--- src/rtl/core/sti_queue.sv ---
// small fifo of finished spectrum sums between front and back
// depends on nothing but its parameters
module sti_queue #(
  parameter int WIDTH = 126,
  parameter int DEPTH = 2
) (
  input  logic             clk,
  input  logic             rst_n,
  input  logic             push,
  input  logic [WIDTH-1:0] wr_data,
  output logic             full,
  input  logic             pop,
  output logic             rd_valid,
  output logic [WIDTH-1:0] rd_data
);

  localparam int PTR_W = (DEPTH > 1) ? $clog2(DEPTH) : 1;
  localparam int CNT_W = $clog2(DEPTH + 1);

  logic [WIDTH-1:0] mem_r [DEPTH];
  logic [PTR_W-1:0] wr_ptr_r;
  logic [PTR_W-1:0] rd_ptr_r;
  logic [CNT_W-1:0] count_r;
  logic             do_push;
  logic             do_pop;

  assign full     = (count_r == CNT_W'(DEPTH));
  assign rd_valid = (count_r != '0);
  assign rd_data  = mem_r[rd_ptr_r];
  assign do_push  = push && !full;
  assign do_pop   = pop && rd_valid;

  function automatic logic [PTR_W-1:0] ptr_inc(input logic [PTR_W-1:0] p);
    return (p == PTR_W'(DEPTH - 1)) ? '0 : p + PTR_W'(1);
  endfunction

  always_ff @(posedge clk) begin
    if (!rst_n) begin
      wr_ptr_r <= '0;
      rd_ptr_r <= '0;
      count_r  <= '0;
    end else begin
      if (do_push) begin
        wr_ptr_r <= ptr_inc(wr_ptr_r);
      end
      if (do_pop) begin
        rd_ptr_r <= ptr_inc(rd_ptr_r);
      end
      if (do_push && !do_pop) begin
        count_r <= count_r + CNT_W'(1);
      end else if (do_pop && !do_push) begin
        count_r <= count_r - CNT_W'(1);
      end
    end
  end

  always_ff @(posedge clk) begin
    if (do_push) begin
      mem_r[wr_ptr_r] <= wr_data;
    end
  end

endmodule

--- config.mk ---
export PLATFORM = sky130hd
export DESIGN_NAME = sti_queue
export DESIGN_NICKNAME = d
export VERILOG_FILES = /design/src/rtl/core/sti_queue.sv
export SDC_FILE = /design/constraint.sdc
export NUM_CORES = 1
export LEC_CHECK = 0
export CORE_UTILIZATION = 45
export DETAILED_ROUTE_END_ITERATION = 10
export DONT_BUFFER_PORTS = 1
export GPL_ROUTABILITY_DRIVEN = 0
export PLACE_DENSITY = 0.58
export SLEW_MARGIN = 20
export SYNTH_ARGS = -nofsm -noshare
export SYNTH_HDL_FRONTEND = slang
export SYNTH_SLANG_ARGS = --single-unit
--- constraint.sdc ---
create_clock -name clk -period 7.5 [get_ports clk]
set_input_delay 0.75 -clock clk [delete_from_list [all_inputs] [get_ports clk]]
set_output_delay 0.75 -clock clk [all_outputs]
set_load 0.1 [all_outputs]
==> results.toml <==
[clocking]
max-clock-path-buffers = 3
cts_buffers = 26
root_buffer = "clkbuf_16"
cts_sinks = 257
clock_latency_ns = 0.52
cts_max_level = 1
post_cts_resize_count = 0
clk_pin_slew_ns = 0.06
hold_buffers = 0
cts_tree = "built"
post_cts_buffers = 0

[layout]
fillers = 1604
layout-drive-gt1-share_pct = 37.28
regArea_um2 = 7671
n_antenna_cell = 0
nets = 567
multi_input_area_um2 = 1709
area.growth.synth_to_final_pct = 12.00

[synthesis]
synth_top_area_share_pct = 79.82
ys_ff_latch = 257
synth-xor-area-share_pct = 0.2772
synth_top_family_by_area = "multiplexers"
synth_compound_area_share_pct = 0.3431
yosysSeqAreaShare_pct = 80.88
yosysTopAreaCell = "edfxtp_1"
synthMuxAreaShare_pct = 16.55
synth_nets = 548
yosys_warnings = 0
synth_flop_cell = "edfxtp_1"
syn-mean-instance-area_um2 = 22.73
synth_area_leaders = "edfxtp_1 80%, mux2_2 10%, mux2_4 6.3%"
synth_edf_count = 252
synthCells = 417
async_flop_share_pct = 0
synth-adder-area-share_pct = 0.1320
ys_types = 22
netlist_area_um2 = 9480
yosys.area_share.simple_pct = 0.6071

[min_path]
min_from = "wr_data[53]"
min_to = "mem_r[0][53]$_DFFE_PP_"
min_path_cells = 0
min_path_type = "in -> reg"

[global_routing]
grt_max_degree = 76
track_usage_pct = 14.25
grt_pass1_wl_um = 23390
antenna_found_initial = 0
grt.overflow.total = 0
grt_pass1_vias = 4068

[setup_path]
endpoint_kind = "primary output"
required_ns = 6.75
crit_fanout = 52
start_kind = "flip-flop"
worst_r2r_startpoint = "count_r[0]$_SDFFE_PN0P_"
critPathKind = "reg -> out"
arrival_ns = 2.83
worstRegToRegCells = 3
reg2reg_slack_ns = 4.90
r2r-end = "mem_r[1][83]$_DFFE_PP_"

[timing]
fin_crit_sh_pct = 47.77
finalSetupViolations = 0
slew_headroom_pct = 36.09
drv_slew = 0
finalCriticalPeriod_ns = 3.583
hold_ws_ns = 0.3235
setup-tns-final_ns = 0
hold_viol = 0
fmax_mhz = 279.1
fin_worst_skew_ns = 0.01474
tightest_slew_ns = 0.9576
rsz0062_at_grt = "no"

[route]
firstDrtPassIters = 4
drt-met1-wl_um = 5478
drtIter0Drc = 144
routed_via_density = 5.156
drc = 0
drt-total-wl_um = 15800
wire_per_inst_um = 21.76
vias = 3743
ant_nets = 0
routed.top_layer = "met4"
wl_met3_um = 2292
routed-wl-met2_um = 7682

[floorplanning]
die_width_um = 147.1
core_area_um2 = 20430
start_util_pct = 46.40
ios = 258
die_h_um = 147.1
num_rows = 52
die_area_um2 = 21650

[run]
cap_viol_max_count = 0

[status]
status = "finished, final reports clean"

[place]
port_buffers = 0
dp_hpwl_um = 10100
## registers in the layout, indices dropped and copies added (netlist names), named ones only
name,count
count_r,2
rd_ptr_r,1
wr_ptr_r,1
mem_r,252
## worst max-delay path: stages, from the launching register on
cell and delay, ns:
dfxtp_4 0.84, buf_4 0.47, buf_16 0.31, mux2_2 0.61
## cells by family (layout without fill, tap and decap cells)
family	Yosys count	in the layout
flip-flops	257	257
multiplexers	126	126
buffers and inverters	16	55
AND/OR/NAND/NOR	9	9
AO/OA/AOI/OAI	5	5
XOR/XNOR	3	3
adder cells (fa/ha/maj)	1	1
## stage by stage
stage	setup WS (ns)	std cells	util, %	cell area (um^2)
4_1_cts	3.545	725	51.84	10590
3_5_place_dp	4.111	677	47.75	9756
3_3_place_gp	4.187	677	47.75	9756
6_report	3.917	726	51.97	10620
5_1_grt	3.731	726	51.97	10620
2_1_floorplan	1.050	417	-	9480
## worst max path at each step
| stage | startpoint | to | slack [ns] | cells past startpoint |
|---|---|---|---|---|
| 2_1_floorplan | count_r[0]$_SDFFE_PN0P_ | mem_r[0][0]$_DFFE_PP_ | 1.05 | 3 |
| 4_1_cts | flip-flop | rd_data[117] | 3.54 | 2 |
| 3_5_place_dp | flip-flop | rd_data[33] | 4.11 | 2 |
| 3_3_place_gp | flip-flop | rd_data[49] | 4.19 | 2 |
| 6_report | flip-flop | rd_data[125] | 3.92 | 3 |
| 5_1_grt | flip-flop | rd_data[125] | 3.73 | 3 |
## cell usage after synthesis, types with 2 or more instances
cell	n
edfxtp_1	252
mux2_2	86
mux2_4	40
buf_2	8
buf_6	6
dfxtp_1	5
and2_1	3
inv_1	2
xnor2_1	2
## per-layer routing
| metal | track usage, % | vias to the layer above |
|---|---|---|
| met5 | 0 | - |
| met4 | 3.711 | 0 |
| met3 | 8.509 | 29 |
| met2 | 23.80 | 184 |
| met1 | 15.24 | 1838 |
| li1 | - | 1692 |
## cell usage in the layout (no fill, tap or decap), drive strengths merged, types with 2 or more instances in the layout
master and instances:
a21boi 2, and2 3, buf 5, bufinv 2, clkbuf 38, clkinv 7, dfxtp 5, edfxtp 252
inv 2, mux2 126, o21ai 2, xnor2 2
## final cells by class
type | count | share of cell area (%)
clock buffer | 38 | 6.941
sequential | 257 | 72.25
timing repair buffer | 5 | 0.5421
multi-input combinational | 144 | 16.10
clock inverter | 10 | 0.9192
inverter | 2 | 0.07070
tap | 270 | 3.182
Power is not shown: default switching activity piles up to over one toggle a cycle in this logic, so the estimate is an artifact.
