--- src/rtl/core/sti_pkg.sv ---
// shared types and constants for the spectral tristimulus integrator
// no dependencies
package sti_pkg;

  localparam int SAMPLE_W     = 16;
  localparam int WEIGHT_W     = 16;
  localparam int PROD_W       = SAMPLE_W + WEIGHT_W;
  localparam int ACC_W        = 42;
  localparam int TARGET_W     = 10;
  localparam int NUM_W        = ACC_W + TARGET_W;
  localparam int OUT_W        = 16;
  localparam int STATUS_W     = 2;
  localparam int QUEUE_DEPTH  = 2;

  localparam logic [TARGET_W-1:0] TARGET_RESET = TARGET_W'(100);
  localparam logic [ACC_W-1:0]    ACC_MAX      = {ACC_W{1'b1}};
  localparam logic [OUT_W-1:0]    OUT_MAX      = {OUT_W{1'b1}};

  typedef enum logic [STATUS_W-1:0] {
    STATUS_OK    = 2'd0,
    STATUS_YZERO = 2'd1,
    STATUS_SAT   = 2'd2
  } status_t;

  // finished spectrum sums handed from front to back
  typedef struct packed {
    logic [ACC_W-1:0] x;
    logic [ACC_W-1:0] y;
    logic [ACC_W-1:0] z;
  } sums_t;

endpackage

--- src/rtl/core/sti_back.sv ---
// back end: scales finished sums by target / y sum with a bit-serial divider
// depends on sti_pkg
module sti_back (
  input  logic                              clk,
  input  logic                              rst_n,
  input  logic [sti_pkg::TARGET_W-1:0]      target,
  input  logic                              q_valid,
  input  sti_pkg::sums_t                    q_data,
  output logic                              q_pop,
  output logic                              out_valid,
  input  logic                              out_ready,
  output logic [sti_pkg::OUT_W-1:0]         out_tristimulus_x,
  output logic [sti_pkg::OUT_W-1:0]         out_tristimulus_z,
  output logic [sti_pkg::STATUS_W-1:0]      out_status
);

  localparam int NUM_W = sti_pkg::NUM_W;
  localparam int ACC_W = sti_pkg::ACC_W;
  localparam int OUT_W = sti_pkg::OUT_W;
  localparam int CNT_W = $clog2(OUT_W);

  typedef enum logic [2:0] {
    S_IDLE,
    S_CHECK,
    S_DIV,
    S_OUT
  } state_t;

  state_t                  state_r;
  logic [NUM_W-1:0]        num_x_r;
  logic [NUM_W-1:0]        num_z_r;
  logic [ACC_W-1:0]        den_r;
  logic [ACC_W-1:0]        rem_x_r;
  logic [ACC_W-1:0]        rem_z_r;
  logic [OUT_W-1:0]        quo_x_r;
  logic [OUT_W-1:0]        quo_z_r;
  logic                    sat_x_r;
  logic                    sat_z_r;
  logic                    yzero_r;
  logic [CNT_W-1:0]        cnt_r;
  logic                    out_valid_r;
  logic [OUT_W-1:0]        res_x_r;
  logic [OUT_W-1:0]        res_z_r;
  sti_pkg::status_t        status_r;

  logic [OUT_W-1:0]        lo_x;
  logic [OUT_W-1:0]        lo_z;
  logic [ACC_W:0]          trial_x;
  logic [ACC_W:0]          trial_z;
  logic                    ge_x;
  logic                    ge_z;
  logic                    chk_sat_x;
  logic                    chk_sat_z;
  logic                    out_free;

  assign lo_x      = num_x_r[OUT_W-1:0];
  assign lo_z      = num_z_r[OUT_W-1:0];
  assign trial_x   = {rem_x_r, lo_x[cnt_r]};
  assign trial_z   = {rem_z_r, lo_z[cnt_r]};
  assign ge_x      = trial_x >= {1'b0, den_r};
  assign ge_z      = trial_z >= {1'b0, den_r};
  // quotient overflows 16 bits when num >= den * 2^16
  assign chk_sat_x = ACC_W'(num_x_r[NUM_W-1:OUT_W]) >= den_r;
  assign chk_sat_z = ACC_W'(num_z_r[NUM_W-1:OUT_W]) >= den_r;
  assign out_free  = !out_valid_r || out_ready;

  assign q_pop             = (state_r == S_IDLE) && q_valid;
  assign out_valid         = out_valid_r;
  assign out_tristimulus_x = res_x_r;
  assign out_tristimulus_z = res_z_r;
  assign out_status        = status_r;

  always_ff @(posedge clk) begin
    if (!rst_n) begin
      state_r     <= S_IDLE;
      out_valid_r <= 1'b0;
    end else begin
      if (out_valid_r && out_ready && (state_r != S_OUT)) begin
        out_valid_r <= 1'b0;
      end
      case (state_r)
        S_IDLE: begin
          if (q_valid) begin
            num_x_r <= NUM_W'(target) * NUM_W'(q_data.x);
            num_z_r <= NUM_W'(target) * NUM_W'(q_data.z);
            den_r   <= q_data.y;
            state_r <= S_CHECK;
          end
        end
        S_CHECK: begin
          yzero_r <= (den_r == '0);
          sat_x_r <= chk_sat_x;
          sat_z_r <= chk_sat_z;
          rem_x_r <= chk_sat_x ? '0 : ACC_W'(num_x_r[NUM_W-1:OUT_W]);
          rem_z_r <= chk_sat_z ? '0 : ACC_W'(num_z_r[NUM_W-1:OUT_W]);
          cnt_r   <= CNT_W'(OUT_W - 1);
          state_r <= (den_r == '0) ? S_OUT : S_DIV;
        end
        S_DIV: begin
          rem_x_r <= ge_x ? ACC_W'(trial_x - {1'b0, den_r}) : trial_x[ACC_W-1:0];
          rem_z_r <= ge_z ? ACC_W'(trial_z - {1'b0, den_r}) : trial_z[ACC_W-1:0];
          quo_x_r <= {quo_x_r[OUT_W-2:0], ge_x};
          quo_z_r <= {quo_z_r[OUT_W-2:0], ge_z};
          cnt_r   <= cnt_r - CNT_W'(1);
          if (cnt_r == '0) begin
            state_r <= S_OUT;
          end
        end
        S_OUT: begin
          if (out_free) begin
            out_valid_r <= 1'b1;
            if (yzero_r) begin
              res_x_r  <= '0;
              res_z_r  <= '0;
              status_r <= sti_pkg::STATUS_YZERO;
            end else begin
              res_x_r  <= sat_x_r ? sti_pkg::OUT_MAX : quo_x_r;
              res_z_r  <= sat_z_r ? sti_pkg::OUT_MAX : quo_z_r;
              status_r <= (sat_x_r || sat_z_r) ? sti_pkg::STATUS_SAT : sti_pkg::STATUS_OK;
            end
            state_r <= S_IDLE;
          end
        end
        default: begin
          state_r <= S_IDLE;
        end
      endcase
    end
  end

endmodule
--- config.mk ---
export PLATFORM = sky130hd
export DESIGN_NAME = sti_back
export DESIGN_NICKNAME = d
export VERILOG_FILES = /design/src/rtl/core/sti_pkg.sv /design/src/rtl/core/sti_back.sv
export SDC_FILE = /design/constraint.sdc
export NUM_CORES = 2
export LEC_CHECK = 0
export BUFFER_PORTS_ARGS = -buffer_cell sky130_fd_sc_hd__buf_2
export CORE_MARGIN = 3
export CORE_UTILIZATION = 55
export DETAILED_ROUTE_END_ITERATION = 12
export PLACE_DENSITY = 0.72
export SLEW_MARGIN = 20
export SYNTH_ARGS = -nofsm -noshare
export SYNTH_HDL_FRONTEND = slang
export SYNTH_SLANG_ARGS = --single-unit
--- constraint.sdc ---
create_clock -name clk -period 18.5 [get_ports clk]
set_clock_uncertainty 0.2 [all_clocks]
set_input_delay 2.775 -clock clk [delete_from_list [all_inputs] [get_ports clk]]
set_output_delay 2.775 -clock clk [all_outputs]
set_load 0.03 [all_outputs]
==> flow_summary.json <==
{
  "worstPathRequired_ns": 18.71,
  "setup_viol": 0,
  "r2r_start": "cnt_r[0]$_SDFFCE_PN1P_",
  "port_buffers": 175,
  "htree_levels": 2,
  "drt_wl_total_um": 112000,
  "maxCapViolations": 0,
  "ys_seq_elements": 306,
  "clock-root-buffer": "clkbuf_16",
  "yosys.area.top_type_share_pct": 29.2,
  "async_flop_share_pct": 0,
  "place.gp.congestion": 0.940,
  "die_y_um": 288,
  "drcViolationCount": 0,
  "gr-usage-all-layers_pct": 27.6,
  "crit_path_start": "target[1]",
  "n_fill_cell": 6847,
  "area_growth_pct": 6.19,
  "worstSkewPairLatency_ns": 0.56,
  "initial_utilization_pct": 55.9,
  "hold_start": "quo_z_r[5]$_DFFE_PP_",
  "p_leak_uw": 0.0224,
  "coreArea_um2": 78100,
  "holdWs_ns": 0.252,
  "tightest_slew_ns": 1.09,
  "synth_fp_nets": 5738,
  "endpoint_kind": "flip-flop",
  "ctsHoldBuffers": 0,
  "drive_above_1_share_pct": 6.20,
  "num_vias": 32700,
  "overflow": 0,
  "synth_area_leaders": "fa_1 (29%), edfxtp_1 (21%), ha_1 (9.6%), and2_1 (6.5%), inv_1 (5.6%)",
  "max_freq_mhz": 102,
  "fin_nets": 5732,
  "die_area_um2": 82900,
  "rsz0062_at_grt": "no",
  "outcome": "completed",
  "start_kind": "primary input",
  "syn_avg_cell_area_um2": 9.45,
  "syn_area_um2": 43700,
  "max_stage_delay_ns": 0.71,
  "ctsLongestPathBuffers": 3,
  "post_cts_buffers": 0,
  "p_total_uw": 9150,
  "die_w_um": 288,
  "clkTransAtPathRegs_ns": 0.06,
  "ys_warn_count": 0,
  "dp_hpwl_um": 85500,
  "hp-class": "flip-flop to flip-flop",
  "layout_min_cycle_time_ns": 9.82,
  "grt_pass1_wl_um": 182000,
  "finalNonFillerCells": 5695,
  "ant_nets": 0,
  "ir_drop_uv": 131,
  "post_drt_wl_per_cell_um": 19.6,
  "first_iter_violations": 2217,
  "seqCellArea_um2": 9160,
  "max-slew-margin-rel_pct": 27.0,
  "tns_ns": 0,
  "rows": 102,
  "cts_tree": "yes",
  "placedCellCount": 5620,
  "drtPass1Iterations": 7,
  "first_global_vias": 34300,
  "multi_input_area_um2": 31100,
  "cts_repair_resize_count": 0,
  "antenna_found_initial": 12,
  "powerDensity_nw_per_um2": 197,
  "yosysSeqAreaShare_pct": 21.0,
  "viasPerCell": 5.74,
  "critical_path_class": "primary input to flip-flop",
  "critPathMaxFanout": 57,
  "cts.sinks": 306,
  "grt_max_degree": 85,
  "synth_flop_cell": "edfxtp_1",
  "hold_viol": 0,
  "synth_top_area_cell": "fa_1",
  "path_cells": "buf_2, buf_4, nand2_1, fa_1, inv_1, fa_1, fa_1, fa_1, inv_1, fa_1, inv_1, ha_1, nand4_1, or2_1, a2111o_1, a2111oi_2, nor2_1, o31ai_2, a21boi_1, or4b_1, nand3_1",
  "yosysUniqueCellTypes": 83,
  "finalMaxSlewViolations": 0,
  "post-route-period-util_pct": 53.1,
  "cpMaxStageDelayCell": "buf_4",
  "ioPinCount": 176,
  "numCtsBuffers": 36,
  "synth_cells": 4625,
  "path_common_cell": "fa_1",
  "arrival_ns": 10.04,
  "synth_edf_count": 303
}
-- cells in the mapped netlist, types with 6 or more instances --
cell and number:
a211o_1 7, a211oi_1 18, a21o_1 155, a21oi_1 207
a221oi_1 9, a31o_2 7, a31oi_1 25, a32oi_1 6
and2_1 457, and3_1 27, and4_1 7, buf_1 19
clkbuf_1 211, edfxtp_1 303, fa_1 638, ha_1 335
inv_1 651, mux2i_1 46, nand2_1 608, nand2b_1 23
nand3_1 47, nand4_1 41, nor2_1 174, nor2b_1 24
nor3_1 36, nor4_1 21, o211ai_1 26, o21a_1 31
o21ai_0 122, o21ai_1 19, o21bai_1 22, o221ai_1 6
o31ai_1 19, or3_1 6, xnor2_1 93, xor2_1 74
-- worst paths after layout --
| kind | end | slack (ns) | cells after the start |
|---|---|---|---|
| setup / recovery | num_x_r[36]$_DFFE_PP_ | 8.68 | 21 |
| hold / removal | quo_z_r[6]$_DFFE_PP_ | 0.25 | 0 |
| setup reg to reg | rem_z_r[32]$_DFFE_PP_ | 12.40 | 19 |
| hold reg to reg | quo_z_r[6]$_DFFE_PP_ | 0.25 | 0 |
-- sequential cells by signal, indices dropped and copies added, names as in the netlist --
register           count
num_x_r               52
num_z_r               52
den_r                 42
rem_x_r               42
rem_z_r               42
out_tristimulus_x     16
out_tristimulus_z     16
quo_x_r               16
quo_z_r               16
cnt_r                  4
out_status             2
state_r                2
out_valid              1
sat_x_r                1
sat_z_r                1
yzero_r                1
-- cell usage in the layout (no fill, tap or decap), types with 19 or more instances in the layout --
master and n:
nor3_1 36, nor2_1 173, and2_1 456, clkbuf_16 36
xnor2_1 93, a21oi_1 206, xor2_1 74, edfxtp_1 303
mux2i_1 46, a21o_1 155, o31ai_1 19, nand4_1 41
nand2b_1 23, a31oi_1 25, and3_1 26, nor2b_1 24
fa_1 638, inv_1 651, nor4_1 21, o21a_1 31
o211ai_1 26, nand3_1 47, ha_1 334, o21bai_1 22
o21ai_1 19, o21ai_0 122, nand2_1 607, buf_4 23
buf_2 174
-- critical path: cells and delay by family --
family | cells | cell delay (ns)
compound gates | 4 | 1.50
fa+ha+maj | 6 | 2.94
buf+inv | 5 | 1.37
simple gates | 6 | 1.41
-- logic make-up after synthesis --
kind of cell             share of synthesized area [%]
AND/OR/NAND/NOR                                   16.8
adder cells (fa/ha/maj)                           38.8
buffers and inverters                             7.78
AO/OA/AOI/OAI                                     11.1
flip-flops                                        21.0
XOR/XNOR                                          3.35
multiplexers                                      1.26
-- stage by stage --
stage	setup slack, ns	cell area, um2	utilization (%)
6_report	8.68	46400	59.4
4_1_cts	8.79	46400	59.4
3_3_place_gp	8.44	45100	57.7
3_5_place_dp	8.20	45100	57.7
2_1_floorplan	9.67	43700	-
5_1_grt	8.36	46400	59.4
-- where the power goes --
part | switching, uW | total, uW | internal, uW
clock | 306 | 768 | 461
sequential | 158 | 1490 | 1330
combinational | 4190 | 6890 | 2700
-- final cells by class --
class / instances / share of cell area, %
flip-flops and latches: 306 / 19.7
diodes: 9 / 0.0485
multi-input cells: 3425 / 67.1
clock inverters: 25 / 0.747
repair buffers: 198 / 2.27
clock buffers: 40 / 1.97
inverters: 652 / 5.27
well taps: 1040 / 2.80
-- layer usage --
metal	track usage, %	up-vias	part of all wire (%)
li1	-	15100	-
met2	45.5	1205	47
met1	37.7	16200	43
met5	0	-	0.024
met4	8.00	4	2.8
met3	4.66	192	7.7
No activity file was read; power rests on OpenSTA's default activity.
