[src/rtl/core/sti_pkg.sv]
// shared types and constants for the spectral tristimulus integrator
// no dependencies
package sti_pkg;

  localparam int SAMPLE_W     = 16;
  localparam int WEIGHT_W     = 16;
  localparam int PROD_W       = SAMPLE_W + WEIGHT_W;
  localparam int ACC_W        = 42;
  localparam int TARGET_W     = 10;
  localparam int NUM_W        = ACC_W + TARGET_W;
  localparam int OUT_W        = 16;
  localparam int STATUS_W     = 2;
  localparam int QUEUE_DEPTH  = 2;

  localparam logic [TARGET_W-1:0] TARGET_RESET = TARGET_W'(100);
  localparam logic [ACC_W-1:0]    ACC_MAX      = {ACC_W{1'b1}};
  localparam logic [OUT_W-1:0]    OUT_MAX      = {OUT_W{1'b1}};

  typedef enum logic [STATUS_W-1:0] {
    STATUS_OK    = 2'd0,
    STATUS_YZERO = 2'd1,
    STATUS_SAT   = 2'd2
  } status_t;

  // finished spectrum sums handed from front to back
  typedef struct packed {
    logic [ACC_W-1:0] x;
    logic [ACC_W-1:0] y;
    logic [ACC_W-1:0] z;
  } sums_t;

endpackage

[src/rtl/core/sti_front.sv]
// front end: accepts bins, multiplies and accumulates, pushes finished sums
// depends on sti_pkg
module sti_front (
  input  logic                              clk,
  input  logic                              rst_n,
  input  logic                              in_valid,
  output logic                              in_ready,
  input  logic [sti_pkg::SAMPLE_W-1:0]      in_sample,
  input  logic [sti_pkg::WEIGHT_W-1:0]      in_weight_x,
  input  logic [sti_pkg::WEIGHT_W-1:0]      in_weight_y,
  input  logic [sti_pkg::WEIGHT_W-1:0]      in_weight_z,
  input  logic                              in_last_bin,
  output logic                              q_push,
  input  logic                              q_full,
  output sti_pkg::sums_t                    q_data
);

  logic                        p_valid_r;
  logic                        p_last_r;
  logic [sti_pkg::PROD_W-1:0]  prod_x_r;
  logic [sti_pkg::PROD_W-1:0]  prod_y_r;
  logic [sti_pkg::PROD_W-1:0]  prod_z_r;
  sti_pkg::sums_t              sums_r;
  sti_pkg::sums_t              sums_nxt;
  logic                        advance;

  function automatic logic [sti_pkg::ACC_W-1:0] sat_add(
    input logic [sti_pkg::ACC_W-1:0]  acc,
    input logic [sti_pkg::PROD_W-1:0] prod
  );
    logic [sti_pkg::ACC_W:0] s;
    s = {1'b0, acc} + (sti_pkg::ACC_W+1)'(prod);
    return s[sti_pkg::ACC_W] ? sti_pkg::ACC_MAX : s[sti_pkg::ACC_W-1:0];
  endfunction

  always_comb begin
    sums_nxt.x = sat_add(sums_r.x, prod_x_r);
    sums_nxt.y = sat_add(sums_r.y, prod_y_r);
    sums_nxt.z = sat_add(sums_r.z, prod_z_r);
  end

  // hold the last bin while the queue is full
  assign advance  = !(p_valid_r && p_last_r && q_full);
  assign in_ready = advance;
  assign q_push   = p_valid_r && p_last_r && !q_full;
  assign q_data   = sums_nxt;

  always_ff @(posedge clk) begin
    if (!rst_n) begin
      p_valid_r <= 1'b0;
      sums_r    <= '0;
    end else begin
      if (advance) begin
        p_valid_r <= in_valid;
      end
      if (p_valid_r && advance) begin
        sums_r <= p_last_r ? '0 : sums_nxt;
      end
    end
  end

  // product stage
  always_ff @(posedge clk) begin
    if (advance && in_valid) begin
      p_last_r <= in_last_bin;
      prod_x_r <= sti_pkg::PROD_W'(in_sample) * sti_pkg::PROD_W'(in_weight_x);
      prod_y_r <= sti_pkg::PROD_W'(in_sample) * sti_pkg::PROD_W'(in_weight_y);
      prod_z_r <= sti_pkg::PROD_W'(in_sample) * sti_pkg::PROD_W'(in_weight_z);
    end
  end

endmodule

[config.mk]
export PLATFORM = sky130hd
export DESIGN_NAME = sti_front
export DESIGN_NICKNAME = d
export VERILOG_FILES = /design/src/rtl/core/sti_pkg.sv /design/src/rtl/core/sti_front.sv
export SDC_FILE = /design/constraint.sdc
export NUM_CORES = 2
export LEC_CHECK = 0
export ABC_AREA = 1
export BUFFER_PORTS_ARGS = -buffer_cell sky130_fd_sc_hd__buf_2
export CAP_MARGIN = 20
export CORE_ASPECT_RATIO = 0.6
export CORE_MARGIN = 3
export CORE_UTILIZATION = 45
export DETAILED_ROUTE_END_ITERATION = 6
export PLACE_DENSITY = 0.69
export RECOVER_POWER = 50
export SLEW_MARGIN = 20
export SYNTH_ARGS = -nofsm -noshare
export SYNTH_HDL_FRONTEND = slang
export SYNTH_SLANG_ARGS = --single-unit
[constraint.sdc]
create_clock -name clk -period 13.35 [get_ports clk]
set_input_delay 2.0025 -clock clk [delete_from_list [all_inputs] [get_ports clk]]
set_output_delay 2.0025 -clock clk [all_outputs]
set_load 0.02 [all_outputs]
==> results by group <==
Yosys
  – Number of cells produced by synthesis: 6,217
  – Number of flip-flops and latches in the synthesized netlist: around 220
  – Number of distinct library cell variants in the gate-level netlist after synthesis: between 40 and 50
  – Synthesized area per cell: approximately 7.0 sq um
  – Share of flip-flops with an asynchronous set or reset: 0%
  – Area contributors post-synth: sky130_fd_sc_hd__fa_1 (27%), sky130_fd_sc_hd__nand2_1 (18%), sky130_fd_sc_hd__inv_1 (13%), sky130_fd_sc_hd__ha_1 (12%), sky130_fd_sc_hd__edfxtp_1 (6.7%)
  – Combinational family with the most area after synthesis: adder cells
  – Post-synthesis share of cell area spent on full adders, half adders and majority gates: 38.8%
  – Fraction of the mapped netlist area in simple logic gates: between 20% and 30%
  – Fraction of synthesized area in multiplexers: 0%
  – Total nets after synthesis: approximately 7,300
  – Share of the synthesized area in compound gates (AO/OA/AOI/OAI): 5.04%
  – Synthesized-area fraction occupied by xor and xnor cells: under 10%
  – Netlist area before placement: 43,300 sq um
  – Ys flop type: sky130_fd_sc_hd__dfxtp_1
  – Sequential cell area fraction in the yosys report: 12.6%
  – Yosys top cell by area: sky130_fd_sc_hd__fa_1
  – Yosys top cell area share: 27.0%
  – Count of flip-flops with a built-in enable after synthesis: 97
  – Yosys warnings: 0

Timing
  – Slew at the pin closest to its max-slew limit: 3.60 ns
  – Highest Clock Rate: 107 MHz
  – Number of hold violations in the final report: 0
  – Tcrit/Tclk final: 69.9%
  – Worst slack on hold paths: 0.469 ns
  – Final Critical Period: 9.33 ns
  – Worst setup skew after layout: 0.0464 ns
  – Worst slew margin: -141%
  – Total Neg Setup Slack: 0 ns
  – Worst setup slack after layout: 4.02 ns
  – Number of failing setup endpoints in the final timing report: 0
  – Setup repair after global routing missed its margin: no
  – Fin. max-slew vios: 279

Finish
  – Fill count: 9,602
  – Area added between synthesis and finish: 6.22%
  – Ratio of cells with drive above 1 in the final layout: approximately 5.6%
  – Final design instance area without fill: 46,000 sq um
  – Number of nets in the layout: 7,298

Run status
  – Violations in the final reports: max-capacitance violations, max-slew violations
  – Status: complete, but fails checks

Worst setup path
  – Category of the worst setup path launch point: primary input
  – Source of the critical timing path: in_sample[0]
  – Largest fanout of any net on the critical path: 48
  – R2R depth: 4
  – R2r endpoint: prod_x_r[27]
  – End point of the critical path: prod_x_r[21]
  – Critical path capture point type: flip-flop
  – Start-to-end type of the worst setup path: primary input to flip-flop
  – Reg2reg setup slack: 8.10 ns
  – CP required: 13.69 ns
  – Worst EP arrival: between 9 and 10 ns
  – Reg-to-Reg Start: p_last_r

CTS
  – Maximum root-to-sink buffer count: 3
  – Clock Pin Slew Worst Setup and Hold Paths: 0.06 ns
  – Insertion delay of the later-clocked pin in the worst-skew pair: 0.63 ns
  – Number of buffers created by CTS: 27
  – TritonCTS clock tree: yes
  – Htree depth: 1
  – Count of clock tree sinks: 224
  – PostCTS Resize Cnt: 0
  – Root Buffer Master: sky130_fd_sc_hd__clkbuf_16
  – Post-CTS repair timing setup buffer count: 0
  – Total of hold buffers inserted after clock tree synthesis: 0

Die
  – Core area: 94,700 sq um
  – Starting density of the core: 45.7%
  – Chip width: 407 um
  – Chip height: 246 um
  – Top-level I/O count: 197
  – Area enclosed by the die boundary: 100,000 sq um
  – Row Count: 87

Placement
  – Cell area after placement: 45,100 sq um
  – Final HPWL from detailed placement: roughly 100,000 um
  – # port buffers: roughly 200
  – Placer's final routability congestion estimate: 1.02
  – Pre-CTS worst setup slack: around 5.2 ns

Route
  – Antenna Violating Nets Remaining: 0
  – Final routed wire length divided by cell count: about 17 um
  – DR vias/cell: 5.09
  – Detailed Routing Iterations Pass 1: 6
  – Initial drt markers: 3,655
  – Detailed-route DRC error count: 0
  – Routed wire length: 129,000 um
  – Via count: 38,229

Global routing
  – Remaining global-route overflow: 0
  – Overall track demand over capacity in global routing: 26.1%
  – Global-route wire length before repair: around 210,000 um
  – Number of antenna violations at the first check in global routing: 11
  – Number of global-route vias before repair: 37,442
  – Maximum number of pins on one net before global-route repair: 78

Power and ir drop
  – IR Drop Worst-Case VDD: 0.000290 V
  – Static power due to leakage: 26.7 nW
  – Internal power component: 5.34 mW
  – Pwr per Cell Area: ~270 nW/um^2
  – Part of the total power dissipated in combinational logic: 81.7%
  – Switching share of power: ~57%
  – Clock Power Share: 6.7%
  – Part of the power in registers: 11.6%
  – P_sw: 7.01 mW
  – Power after layout: 12.3 mW

Worst hold path
  – Hold WC Path Type: flip-flop to flip-flop

Flow run
  – Maximum capacitance violations: 5
## layout by cell type (no fill, tap or decap), types with 8 or more instances in the layout
master                         n
sky130_fd_sc_hd__a21o_1       12
sky130_fd_sc_hd__a21oi_1     284
sky130_fd_sc_hd__buf_2       192
sky130_fd_sc_hd__buf_4        18
sky130_fd_sc_hd__clkbuf_1      8
sky130_fd_sc_hd__clkbuf_16    27
sky130_fd_sc_hd__dfxtp_1     127
sky130_fd_sc_hd__edfxtp_1     97
sky130_fd_sc_hd__fa_1        585
sky130_fd_sc_hd__ha_1        408
sky130_fd_sc_hd__inv_1      1525
sky130_fd_sc_hd__inv_6        11
sky130_fd_sc_hd__nand2_1    2058
sky130_fd_sc_hd__nand2_2      13
sky130_fd_sc_hd__nand2_4      11
sky130_fd_sc_hd__nand3_1     187
sky130_fd_sc_hd__nand3_2      31
sky130_fd_sc_hd__nand4_1      22
sky130_fd_sc_hd__nor2_1      287
sky130_fd_sc_hd__nor3_1       27
sky130_fd_sc_hd__nor4_1       10
sky130_fd_sc_hd__o21a_1        8
sky130_fd_sc_hd__o21ai_0      65
sky130_fd_sc_hd__o21bai_1     12
sky130_fd_sc_hd__or2_1        10
sky130_fd_sc_hd__or2_2        13
sky130_fd_sc_hd__xnor2_1      69
sky130_fd_sc_hd__xor2_1       85
## flip-flops by register name (all words and copies together) (netlist names)
| signal | count |
|---|---|
| sums_r | 126 |
| prod_x_r | 32 |
| p_last_r | 1 |
| p_valid_r | 1 |
| prod_z_r | 32 |
| prod_y_r | 32 |
## cell usage after synthesis, types with 12 or more instances
cell type	number
sky130_fd_sc_hd__a21o_1	12
sky130_fd_sc_hd__o21bai_1	12
sky130_fd_sc_hd__fa_1	585
sky130_fd_sc_hd__nand2_1	2059
sky130_fd_sc_hd__xnor2_1	69
sky130_fd_sc_hd__or2_2	13
sky130_fd_sc_hd__xor2_1	85
sky130_fd_sc_hd__clkbuf_1	199
sky130_fd_sc_hd__nand2_2	13
sky130_fd_sc_hd__nand4_1	22
sky130_fd_sc_hd__a21oi_1	280
sky130_fd_sc_hd__ha_1	408
sky130_fd_sc_hd__inv_1	1526
sky130_fd_sc_hd__edfxtp_1	97
sky130_fd_sc_hd__nor2_1	287
sky130_fd_sc_hd__nor3_1	27
sky130_fd_sc_hd__dfxtp_1	127
sky130_fd_sc_hd__o21ai_0	65
sky130_fd_sc_hd__nand3_2	31
sky130_fd_sc_hd__nand3_1	187
## worst min-delay path by stage
stage                            from          end  slack (ns)  cells past startpoint
after global routing       sums_r[22]   sums_r[22]        0.49                      2
final                     sums_r[104]  sums_r[104]        0.47                      2
after floorplan             sums_r[0]    sums_r[0]        0.45                      2
after detailed placement    sums_r[4]    sums_r[4]        0.46                      2
after CTS                 sums_r[104]  sums_r[104]        0.47                      2
after global placement    sums_r[103]  sums_r[103]        0.46                      2
## metal layers
layer / global-route usage [%] / vias up / share of wire (%)
met2: 36.7 / 1649 / 39
met5: 0 / - / 0.010
li1: - / 18313 / -
met4: 3.60 / 2 / 1.3
met1: 40.7 / 18162 / 48
met3: 6.54 / 103 / 11
## logic make-up after synthesis
logic type | after synthesis
AND/OR/NAND/NOR | 2683
buffers and inverters | 1758
adder cells (fa/ha/maj) | 993
AO/OA/AOI/OAI | 405
flip-flops | 224
XOR/XNOR | 154
## worst max-delay path, stage by stage
cell,delay (ns)
sky130_fd_sc_hd__buf_2,0.08
sky130_fd_sc_hd__clkbuf_1,2.24
sky130_fd_sc_hd__nand2_1,0.24
sky130_fd_sc_hd__fa_1,0.60
sky130_fd_sc_hd__fa_1,0.39
sky130_fd_sc_hd__inv_1,0.07
sky130_fd_sc_hd__ha_1,0.14
sky130_fd_sc_hd__inv_1,0.05
sky130_fd_sc_hd__fa_1,0.47
sky130_fd_sc_hd__fa_1,0.54
sky130_fd_sc_hd__inv_1,0.05
sky130_fd_sc_hd__fa_1,0.43
sky130_fd_sc_hd__ha_1,0.34
sky130_fd_sc_hd__a21oi_1,0.25
sky130_fd_sc_hd__a21boi_0,0.78
sky130_fd_sc_hd__o21ai_0,0.32
sky130_fd_sc_hd__nand2_1,0.15
sky130_fd_sc_hd__nand2_1,0.11
sky130_fd_sc_hd__o21a_1,0.21
sky130_fd_sc_hd__xor2_1,0.14
## power groups by stage
| stage | clock [mW] | combinational (mW) | sequential (mW) |
|---|---|---|---|
| CTS | 0.841 | 10.0 | 1.43 |
| global placement | 0 | 9.90 | 1.44 |
| global route | 0.862 | 11.5 | 1.45 |
| finish | 0.821 | 10.1 | 1.43 |
| floorplan | 0 | 7.34 | 1.37 |
| detailed placement | 0 | 9.96 | 1.44 |
## cell type report
cell class | instances | area [sq um] | area share, %
clock inverter | 22 | 258 | 0.560
timing repair buffer | 217 | 1120 | 2.44
sequential | 224 | 5460 | 11.9
antenna | 7 | 17.5 | 0.0381
inverter | 1531 | 5750 | 12.5
tap | 1246 | 1560 | 3.39
clock buffer | 28 | 679 | 1.48
multi-input combinational | 4235 | 31200 | 67.7
## per-stage QoR
stage	utilization, %	std cells
6_report	48.6	7510
5_1_grt	48.6	7509
4_1_cts	48.6	7503
3_5_place_dp	47.6	7453
3_3_place_gp	47.6	7453
2_1_floorplan	-	6217
Note: power is estimated with default switching activity, not from simulation.
